**src/rtl/core/common_mode_zero_suppression_unit_macros.svh**
```systemverilog
// Assertion macros for the common-mode zero suppression unit.
`ifndef COMMON_MODE_ZERO_SUPPRESSION_UNIT_MACROS_SVH
`define COMMON_MODE_ZERO_SUPPRESSION_UNIT_MACROS_SVH

// Same-cycle implication, checked on clk, off during rst.
`define CMZS_ASSERT_NOW(label, ante, cons, msg) \
  label: assert property (@(posedge clk) disable iff (rst) (ante) |-> (cons)) \
    else $error(msg);

// Next-cycle implication, checked on clk, off during rst.
`define CMZS_ASSERT_NEXT(label, ante, cons, msg) \
  label: assert property (@(posedge clk) disable iff (rst) (ante) |=> (cons)) \
    else $error(msg);

`endif

```
**src/rtl/core/cmzs_pkg.sv**
```systemverilog
// Types and constants shared by the common-mode zero suppression unit.
package cmzs_pkg;

  localparam int CHANNELS    = 1024;
  localparam int TIME_BINS   = 1024;
  localparam int EV_DEPTH    = 4096;
  localparam int CHAN_W      = $clog2(CHANNELS);
  localparam int BIN_AW      = $clog2(TIME_BINS);
  localparam int EV_AW       = $clog2(EV_DEPTH);
  localparam int QDEPTH      = 4;
  localparam int QAW         = $clog2(QDEPTH);

  localparam logic [10:0] COUNT_MAX = 11'd2047;

  // configuration register indexes
  localparam logic [1:0] REG_FIRST_CHIP = 2'd0;
  localparam logic [1:0] REG_CM_MULT    = 2'd1;
  localparam logic [1:0] REG_HIT_MULT   = 2'd2;
  localparam logic [1:0] REG_ADC_LIMIT  = 2'd3;

  typedef enum logic [1:0] {
    OP_PED    = 2'd0,
    OP_WORD   = 2'd1,
    OP_PULL   = 2'd2,
    OP_IGNORE = 2'd3
  } cmzs_op_t;

  typedef enum logic [3:0] {
    S_CLEAR,
    S_IDLE,
    S_WRD_RD,
    S_WRD_WR,
    S_PULL_CHK,
    S_PULL_EV,
    S_PULL_PB,
    S_PULL_DIV,
    S_PULL_THR,
    S_PULL_CMP
  } cmzs_state_t;

  typedef struct packed {
    logic [1:0]         operation;
    logic [5:0]         chip_number;
    logic [4:0]         chip_channel;
    logic [9:0]         word_position;
    logic signed [15:0] word_value;
    logic [15:0]        strip_position;
    logic [13:0]        pedestal_mean;
    logic [13:0]        pedestal_sigma;
    logic               last_word;
  } cmzs_in_t;

  typedef struct packed {
    logic        hit_valid;
    logic [9:0]  channel_index;
    logic [9:0]  time_bin;
    logic [15:0] amplitude;
    logic [15:0] hit_strip_position;
    logic        event_done;
    logic [31:0] event_number;
    logic [31:0] bad_channels;
  } cmzs_out_t;

  typedef struct packed {
    logic [5:0]  first_chip;
    logic [3:0]  cm_mult;
    logic [3:0]  hit_mult;
    logic [12:0] adc_limit;
  } cmzs_cfg_t;

  typedef struct packed {
    cmzs_op_t           op;
    logic [CHAN_W-1:0]  chan;
    logic [9:0]         pos;
    logic signed [15:0] value;
    logic [15:0]        strip;
    logic [13:0]        mean;
    logic [13:0]        sigma;
  } cmzs_entry_t;

  // buffered event word; value is known to lie in 0..8190
  typedef struct packed {
    logic [12:0]       value;
    logic [CHAN_W-1:0] chan;
    logic [9:0]        pos;
    logic [15:0]       strip;
  } cmzs_ev_t;

  typedef struct packed {
    logic        valid;
    cmzs_entry_t entry;
  } cmzs_qhead_t;

  typedef struct packed {
    logic pop;
    logic clearing;
  } cmzs_bctl_t;

  localparam int PED_W = 28;
  localparam int BINR_W = 43;
  localparam int EV_W = $bits(cmzs_ev_t);

endpackage

```
**src/rtl/core/cmzs_front.sv**
```systemverilog
// Front end: accepts items, maps the global channel, queues work for the back end.
module cmzs_front (
  input  logic                  clk,
  input  logic                  rst,
  input  logic [5:0]            first_chip,
  input  logic                  in_valid,
  output logic                  in_stall,
  input  cmzs_pkg::cmzs_in_t    in_data,
  input  cmzs_pkg::cmzs_bctl_t  bctl,
  output cmzs_pkg::cmzs_qhead_t head
);
  import cmzs_pkg::*;

  cmzs_entry_t  q [QDEPTH];
  logic [QAW-1:0] wr_ptr;
  logic [QAW-1:0] rd_ptr;
  logic [QAW:0]   count;
  logic           push;
  cmzs_entry_t    entry;

  assign in_stall = (count == QAW'(0) + (QAW+1)'(QDEPTH)) || bctl.clearing;
  assign push     = in_valid && !in_stall && (cmzs_op_t'(in_data.operation) != OP_IGNORE);

  // 32 channels per chip: chip offset wraps in its low bits
  always_comb begin
    entry.op    = cmzs_op_t'(in_data.operation);
    entry.chan  = {5'(in_data.chip_number[4:0] - first_chip[4:0]), in_data.chip_channel};
    entry.pos   = in_data.word_position;
    entry.value = in_data.word_value;
    entry.strip = in_data.strip_position;
    entry.mean  = in_data.pedestal_mean;
    entry.sigma = in_data.pedestal_sigma;
  end

  always_ff @(posedge clk) begin
    if (push) begin
      q[wr_ptr] <= entry;
    end
  end

  always_ff @(posedge clk) begin
    if (rst) begin
      wr_ptr <= '0;
      rd_ptr <= '0;
      count  <= '0;
    end else begin
      if (push) begin
        wr_ptr <= wr_ptr + QAW'(1);
      end
      if (bctl.pop) begin
        rd_ptr <= rd_ptr + QAW'(1);
      end
      case ({push, bctl.pop})
        2'b10:   count <= count + (QAW+1)'(1);
        2'b01:   count <= count - (QAW+1)'(1);
        default: count <= count;
      endcase
    end
  end

  assign head.valid = (count != '0);
  assign head.entry = q[rd_ptr];

endmodule

```
**config.mk**
```make
export PLATFORM = sky130hd
export DESIGN_NAME = cmzs_front
export DESIGN_NICKNAME = d
export VERILOG_FILES = /design/src/rtl/core/common_mode_zero_suppression_unit_macros.svh /design/src/rtl/core/cmzs_pkg.sv /design/src/rtl/core/cmzs_front.sv
export SDC_FILE = /design/constraint.sdc
export NUM_CORES = 1
export LEC_CHECK = 0
export ABC_AREA = 1
export BUFFER_PORTS_ARGS = -buffer_cell sky130_fd_sc_hd__clkbuf_2
export CAP_MARGIN = 20
export CORE_MARGIN = 3
export CORE_UTILIZATION = 34
export CTS_CLUSTER_SIZE = 40
export DETAILED_ROUTE_END_ITERATION = 6
export PLACE_DENSITY = 0.56
export SYNTH_ARGS = -nofsm -noshare
export SYNTH_HDL_FRONTEND = slang
export SYNTH_SLANG_ARGS = --single-unit
```
**constraint.sdc**
```tcl
create_clock -name clk -period 8.9 [get_ports clk]
set_clock_uncertainty 0.1 [all_clocks]
set_input_delay 0.89 -clock clk [delete_from_list [all_inputs] [get_ports clk]]
set_output_delay 0.89 -clock clk [all_outputs]
set_load 0.05 [all_outputs]
```
==> results of run 1 <==
==> layer usage <==
metal	vias up	GRT usage
met1	3634	0.180
met5	-	0
met2	170	0.229
li1	3660	-
met4	4	0.0454
met3	41	0.0347
==> worst max path at each step <==
stage | endpoint | slack (ns) | depth (start not counted) | startpoint
after floorplan | q[0][0] | 3.55 | 4 | in_valid
after global placement | head[10] | 4.43 | 6 | flop
after detailed placement | head[10] | 4.43 | 6 | flop
after CTS | head[10] | 3.86 | 6 | flop
after global routing | head[10] | 3.70 | 6 | flop
final | head[10] | 4.06 | 6 | flop
==> flip-flops by register name, summed over array words and instances, names as in the netlist, named ones only <==
name	flops
count	3
wr_ptr	2
q	328
rd_ptr	2
==> kinds of logic (layout without fill, tap and decap cells) <==
| group | count (synthesis) | in the layout | share of synthesized area |
|---|---|---|---|
| flip-flops | 337 | 337 | 0.777 |
| AO/OA/AOI/OAI | 257 | 257 | 0.114 |
| AND/OR/NAND/NOR | 197 | 197 | 0.0594 |
| buffers and inverters | 79 | 279 | 0.0358 |
| adder cells (fa/ha/maj) | 11 | 11 | 0.0118 |
| XOR/XNOR | 3 | 3 | 0.00204 |
==> power groups by stage <==
stage	registers [mW]	clock network [mW]	logic, mW
floorplan	1.83	0	0.333
global placement	1.84	0	0.448
detailed placement	1.84	0	0.452
CTS	1.80	1.45	0.453
global route	1.81	1.52	0.483
finish	1.80	1.40	0.445
==> cell type report <==
cell class | instances | area, sq um
clock buffer | 52 | 1020
clock inverter | 14 | 90.1
timing repair buffer | 187 | 966
multi-input combinational | 468 | 2450
inverter | 26 | 104
fill | 3468 | 21700
sequential | 337 | 10000
tap | 504 | 631
==> synth_stat cells (2+ instances only) <==
master    number
edfxtp_1     328
nor2_1       175
o21ai_0       88
o22ai_1       80
o21ai_1       62
inv_1         24
buf_2         18
o21ai_2       18
clkbuf_1      14
buf_6         13
nand2_1       13
dfxtp_1        9
ha_1           9
buf_4          7
a21oi_1        4
nand4_1        3
fa_1           2
nor2_2         2
o22ai_2        2
xor2_1         2
==> layout by cell type (no fill, tap or decap), drive strengths merged <==
master  Yosys  layout
a21oi       4       4
clkinv      0      13
nor2      177     177
ha          9       9
o21bai      1       1
edfxtp    328     328
nand4       3       3
fa          2       2
a31oi       1       1
nand3b      1       1
a21boi      1       1
bufinv      0       1
o22ai      82      82
or2         1       1
nand3       1       1
and2        1       1
nand2      13      13
buf        39      12
clkbuf     14     227
dfxtp       9       9
o21ai     168     168
xnor2       1       1
inv        26      26
xor2        2       2
==> worst max-delay path, cell delays in order (launching register included) <==
cell	delay [ns]
dfxtp_2	0.31
buf_4	0.75
clkinv_2	0.93
buf_4	0.61
o21ai_1	0.17
o22ai_1	0.19
clkbuf_2	0.29
==> metrics by stage <==
stage               utilization  hold WS, ns  instances
floorplan                     -        0.312        884
global placement          0.383        0.318       1522
detailed placement        0.383        0.330       1522
CTS                       0.413        0.338       1588
global route              0.413        0.348       1588
finish                    0.413        0.334       1588
==> impl_metrics.toml, run 1 <==
[place]
gp_congestion = 0.681
dp_worst_setup_slack_ns = 4.43
portBuffers = 175
dp_hpwl_mm = 15.4
dpl_cell_area_sq_mm = 0.0142

[min_path]
min_path_type = "flop to flop"
min_from = "rd_ptr[1]"
hold_depth = 1

[floorplan]
die_x_um = 201
die_area_sq_mm = 0.0404
row_count = 70
core_area_sq_mm = 0.0370
die_h_um = 201
start_util = 0.349
ios = 179

[cells_and_area]
area_delta_synth_final_pct = 18.5
nets = 1163
drive_gt1_frac = 0.244
n_antenna_cell = 0
fin_area_sq_mm = 0.0153

[drt]
drc = 0
wire_per_inst_um = 17.7
wl_met3_mm = 1.52
vias_per_cell = 4.73
dr.pass1.iters = 4
drt_wl_total_mm = 28.0
top_layer = "met5"
wl_met2_mm = 13.6
drtIter0Drc = 320
num_vias = 7509
m1WireLength_mm = 12.3
final_antenna_net_count = 0

[setup_path]
worstPathArrival_ns = 3.85
path_class = "flop to output pin"
critPathRequiredTime_ns = 7.91
rrSetupSlack_ns = 6.39
endpoint_kind = "output pin"
r2r-end = "q[0][72]"
start_kind = "flop"
r2r_start = "count[0]"
worst_r2r_path_depth = 5
cp_max_fo = 83

[sta]
hold_viol = 0
min_period_ns = 4.84
finalWorstSetupSlack_ns = 4.06
worst_slew_pin_slew_ns = 0.996
slew_headroom = 0.336
max_clock_freq_ghz = 0.206
setup_viol = 0
post-route-period-util = 0.544
setup_tns_ns = 0
rsz0062_at_grt = "false"
maxSlewViolCount = 0

[clock_network]
cts_tree = "yes"
cts_made_buffers = 37
cts_setup_buffers = 0
cts_root_buf = "clkbuf_16"
insertion_delay_ns = 0.52
clock_path_buffers = 3
postCtsResizedCells = 0
clkTransAtPathRegs_ns = 0.06
cts_hold_buf = 0
cts_htree_levels = 2
clock_sinks = 337

[power]
p_clk_frac = 0.384
power_frac_comb = 0.122
p_leak_nw = 5.35
p_int_mw = 2.71
ir_drop_v = 0.000170
power_mw = 3.65
seq_power_share = 0.494
p_sw_mw = 0.933
swShare = 0.256
power_density_mw_per_mm2 = 238

[synthesis]
synth_cell_type_count = 31
synth_ff_type = "edfxtp_1"
syn_inst = 884
seq_area_frac_synth = 0.777
synth-edff-count = 328
synth.top_cell.area_share = 0.763
synthesis.nets = 990
synth-seq-cells = 337
synth_area_leaders = "edfxtp_1 (76%), nor2_1 (5.1%), o22ai_1 (3.9%), o21ai_0 (3.4%), o21ai_1 (2.4%)"
synth_area_leader_cell = "edfxtp_1"
async_flop_share = 0
avgSynthCellArea_sq_um = 14.6
ys_warn_count = 0
syn_area_sq_mm = 0.0129

[global_routing]
antenna_found_initial = 2
grt_pass1_wl_mm = 43.9
grt_use_total = 0.139
grt_pass1_vias = 7577
grt_overflow = 0
grt_max_degree = 104

[outcome]
status = "completed"

[job]
drv_cap = 0
Power figures use the tool's default switching activity.
==> run 2, diff against run 1 <==
--- a/config.mk
+++ b/config.mk
@@ -12,7 +12,7 @@
 export CORE_UTILIZATION = 34
 export CTS_CLUSTER_SIZE = 40
 export DETAILED_ROUTE_END_ITERATION = 6
-export PLACE_DENSITY = 0.56
+export PLACE_DENSITY = 0.58
 export SYNTH_ARGS = -nofsm -noshare
 export SYNTH_HDL_FRONTEND = slang
 export SYNTH_SLANG_ARGS = --single-unit
==> constraint.sdc (replaced) <==
create_clock -name clk -period 4.3 [get_ports clk]
set_clock_uncertainty 0.1 [all_clocks]
set_input_delay 0.43 -clock clk [delete_from_list [all_inputs] [get_ports clk]]
set_output_delay 0.43 -clock clk [all_outputs]
set_load 0.05 [all_outputs]
==> run 2 against run 1 <==
Register-to-register slack worse by 4.5 ns. Sequential share of layout area decreased by 2.1 points. Count of clock-buffer cells in the layout fell by 2. Non-clock buffer count is 48 higher. Die area unchanged. Hold slack worse by 0.30 ns. Cell area rose by 3.4%. Combinational power grew 120%. Routed wire length decreased by 0.74%. Critical endpoint is now head[36]. Largest cell class unchanged. Largest power group unchanged.
==> impl_metrics.toml, run 2 (synthesis results as in run 1) <==
[drt]
dr.pass1.iters = 5
drc = 0
num_vias = 7739
drtIter0Drc = 479
wire_per_inst_um = 17.1
wl_met2_mm = 13.6
vias_per_cell = 4.74
top_layer = "met4"
final_antenna_net_count = 0
wl_met3_mm = 1.67
m1WireLength_mm = 12.0
drt_wl_total_mm = 27.8

[floorplan]
ios = 179
die_x_um = 201
core_area_sq_mm = 0.0370
die_h_um = 201
start_util = 0.349
row_count = 70
die_area_sq_mm = 0.0404

[global_routing]
grt_overflow = 0
grt_use_total = 0.137
grt_max_degree = 165
antenna_found_initial = 0
grt_pass1_wl_mm = 43.7
grt_pass1_vias = 7853

[clock_network]
clkTransAtPathRegs_ns = 0.06
clock_path_buffers = 3
insertion_delay_ns = 0.52
cts_htree_levels = 2
cts_root_buf = "clkbuf_16"
cts_made_buffers = 36
cts_setup_buffers = 0
clock_sinks = 337
cts_tree = "yes"

[sta]
fin_hold_ws_ns = 0.0376
hold_viol = 0
min_period_ns = 3.15
post-route-period-util = 0.733
worst_slew_pin_slew_ns = 0.821
setup_viol = 0
maxSlewViolCount = 0
slew_headroom = 0.451
max_clock_freq_ghz = 0.317
rsz0062_at_grt = "false"

[min_path]
min_path_type = "input pin to flop"
hold_depth = 1
min_from = "in_data[25]"
hold_path_end = "q[0][24]"

[cells_and_area]
n_antenna_cell = 0
top_regs = "q (328), count (3)"
regMostFlops = "q"
nFillCells = 3400
final_common_cell = "edfxtp_1"
most-common-layout-cells = "edfxtp_1 (328), clkbuf_2 (175), nor2_1 (171)"
nets = 1210
largest_reg_flops = 328
area_delta_synth_final_pct = 22.5
drive_gt1_frac = 0.233

[setup_path]
endpoint_kind = "output pin"
critPathRequiredTime_ns = 3.77
path_class = "flop to output pin"
start_kind = "flop"
rrSetupSlack_ns = 1.90
cp_max_fo = 40
r2r-end = "q[3][38]"
worstPathArrival_ns = 2.62
r2r_start = "count[0]"
worst_r2r_path_depth = 5

[power]
power_mw = 7.49
p_leak_nw = 5.55
ir_drop_v = 0.000308
power_density_mw_per_mm2 = 474

[job]
drv_cap = 0

[place]
portBuffers = 175
dp_hpwl_mm = 15.0
gp_congestion = 0.680

[outcome]
status = "completed"
-- run 2: area by class of cell --
type                            instances  area (sq um)  share of cell area
Sequential cell                       337         10000               0.635
Multi-Input combinational cell        468          2450               0.155
Timing Repair Buffer                  235          1530              0.0968
Clock buffer                           50           985              0.0623
Tap cell                              504           631              0.0399
Inverter                               26           104             0.00657
Clock inverter                         11          77.6             0.00490
-- run 2: worst max-delay path, stage by stage (launching register included) --
cell      delay [ns]
dfxtp_4         0.47
clkinv_2        0.65
buf_4           0.48
o21ai_1         0.10
o22ai_1         0.12
clkbuf_2        0.26
-- run 2: metrics by stage --
step | instance area, sq um | utilization | setup WS [ns] | cells | TNS, ns
after floorplan | 12900 | - | -0.588 | 884 | -192.85
after global placement | 14300 | 0.386 | 1.58 | 1523 | 0
after detailed placement | 14300 | 0.386 | 1.57 | 1523 | 0
after CTS | 15800 | 0.427 | 1.00 | 1631 | 0
after global routing | 15800 | 0.427 | 0.901 | 1631 | 0
final | 15800 | 0.427 | 1.15 | 1631 | 0
-- run 2: routing by layer --
layer | track usage | vias up
li1 | - | 3745
met1 | 0.172 | 3780
met2 | 0.232 | 171
met3 | 0.0423 | 43
met4 | 0.0379 | 0
met5 | 0 | -
-- run 2: worst max-delay path by stage --
stage / to / slack (ns) / depth (start not counted)
after floorplan: q[0][0] / -0.59 / 4
after global placement: head[81] / 1.58 / 5
after detailed placement: q[3][40] / 1.57 / 5
after CTS: head[81] / 1.00 / 5
after global routing: head[81] / 0.90 / 5
final: head[36] / 1.15 / 5
-- run 2: report_power, final --
part | internal [mW] | switching [mW] | leakage (nW)
Combinational | 0.241 | 0.732 | 1.98
Clock | 1.65 | 1.15 | 0.519
Sequential | 3.69 | 0.0242 | 3.04
-- run 2: what timing repair did --
item,4_1_cts,5_1_grt
resized for setup,0,0
hold endpoints to repair,186,0
hold buffers,47,0
==> run 3, diff against run 2 <==
==> constraint.sdc (replaced) <==
create_clock -name clk -period 2.5 [get_ports clk]
set_clock_uncertainty 0.1 [all_clocks]
set_input_delay 0.25 -clock clk [delete_from_list [all_inputs] [get_ports clk]]
set_output_delay 0.25 -clock clk [all_outputs]
set_load 0.05 [all_outputs]
==> run 3 against run 2 <==
Worst setup slack worse by 1.0 ns. Clock power up 87%. Critical path depth unchanged. Via count up 4.1%. Critical path type unchanged.
==> impl_metrics.toml, run 3 (synthesis results as in run 1) <==
[cells_and_area]
n_antenna_cell = 0
top_regs = "q (328), count (3)"
regMostFlops = "q"
nets = 1256
largest_reg_flops = 328
most-common-layout-cells = "edfxtp_1 (328), nor2_1 (171), clkbuf_2 (168)"
area_delta_synth_final_pct = 27.6
final_common_cell = "edfxtp_1"
nFillCells = 3350
drive_gt1_frac = 0.242

[global_routing]
grt_max_degree = 89
gr-usage-met2 = 0.245
grtUsageMet1 = 0.184
grt_pass1_vias = 8229
grt_use_total = 0.144
gr-max-usage-layer = "met2"
grt_pass1_wl_mm = 45.9
grt_overflow = 0
antenna_found_initial = 1
use_met3 = 0.0287

[floorplan]
row_count = 70
ios = 179
die_area_sq_mm = 0.0404
core_area_sq_mm = 0.0370
start_util = 0.349
die_h_um = 201
die_x_um = 201

[job]
drv_cap = 0

[clock_network]
clock_sinks = 337
cts_tree = "yes"
cts_setup_buffers = 0
cts_root_buf = "clkbuf_16"
clkTransAtPathRegs_ns = 0.06
cts_htree_levels = 2
insertion_delay_ns = 0.53
clock_path_buffers = 3
cts_made_buffers = 37

[power]
swShare = 0.254
ir_drop_v = 0.000777
seq_power_share = 0.476
p_leak_nw = 5.85
p_clk_frac = 0.391
power_density_mw_per_mm2 = 815
p_sw_mw = 3.41
power_frac_comb = 0.133
p_int_mw = 10.0

[sta]
min_period_ns = 2.38
max_clock_freq_ghz = 0.419
finalWorstSetupSlack_ns = 0.116
setup_tns_ns = 0
setup_viol = 0
worst_slew_pin_slew_ns = 0.368
rsz0062_at_grt = "false"
post-route-period-util = 0.954
maxSlewViolCount = 0
slew_headroom = 0.755
fin_hold_ws_ns = 0.0439
hold_viol = 0

[drt]
drtIter0Drc = 363
wire_per_inst_um = 17.3
drt_wl_total_mm = 29.0
vias_per_cell = 4.80
final_antenna_net_count = 0
num_vias = 8058
drc = 0
dr.pass1.iters = 4

[outcome]
status = "completed"

[setup_path]
worst_r2r_path_depth = 8
path_class = "flop to output pin"
worstPathArrival_ns = 2.03
endpoint_kind = "output pin"
r2r_start = "count[0]"
rrSetupSlack_ns = 0.56
r2r-end = "count[2]"
cp_max_fo = 40
critPathRequiredTime_ns = 2.15
start_kind = "flop"

[min_path]
hold_depth = 5
min_path_type = "input pin to flop"
hold_path_end = "wr_ptr[0]"
min_from = "bctl[0]"

[place]
dp_worst_setup_slack_ns = 0.482
dp_hpwl_mm = 16.3
gp_congestion = 0.709
portBuffers = 175
==> run 3: power groups by stage <==
stage	Combinational, mW	Clock [mW]	Sequential [mW]
finish	1.79	5.24	6.39
global route	1.93	5.67	6.40
CTS	1.82	5.42	6.39
detailed placement	1.71	0	6.51
global placement	1.69	0	6.51
floorplan	1.20	0	6.50
==> run 3: critical path, cell delays in order, from the launching register on <==
cell      delay [ns]
dfxtp_4         0.38
inv_6           0.22
buf_12          0.28
nor2_1          0.06
o22ai_1         0.23
clkbuf_2        0.32
==> run 3: timing repair <==
item / 4_1_cts / 5_1_grt
gates resized for setup: 0 / 4
endpoints found under the setup margin: 0 / 5
endpoints found under the hold margin: 317 / 0
hold buffers: 79 / 0
==> run 3: worst max path at each step <==
stage / from / end / cells after the start
detailed placement: in_data[82] / count[2] / 8
finish: flop / head[21] / 5
global placement: in_data[82] / count[2] / 8
CTS: flop / head[78] / 5
floorplan: count[0] / q[0][0] / 4
global route: flop / head[77] / 5
==> run 3: layout make-up <==
type,instances,area (sq um),share of cell area
Timing Repair Buffer,280,2080,0.126
Tap cell,504,631,0.0383
Inverter,26,104,0.00630
Clock inverter,16,154,0.00934
Clock buffer,49,1010,0.0615
Sequential cell,337,10000,0.609
Multi-Input combinational cell,468,2460,0.150
==> run 3: metrics by stage <==
stage | power, mW | instance area, sq um | util | cells
floorplan | 7.70 | 13000 | - | 884
global placement | 8.20 | 14500 | 0.392 | 1536
detailed placement | 8.22 | 14500 | 0.392 | 1536
CTS | 13.6 | 16500 | 0.445 | 1680
global route | 14.0 | 16500 | 0.445 | 1680
finish | 13.4 | 16500 | 0.445 | 1680
==> run 3: per-layer routing <==
metal	wire length, um	vias to the layer above	part of all wire
met2	14100	194	0.49
li1	-	3848	-
met4	685	2	0.024
met5	8	-	0.00028
met1	12800	3967	0.44
met3	1380	47	0.048
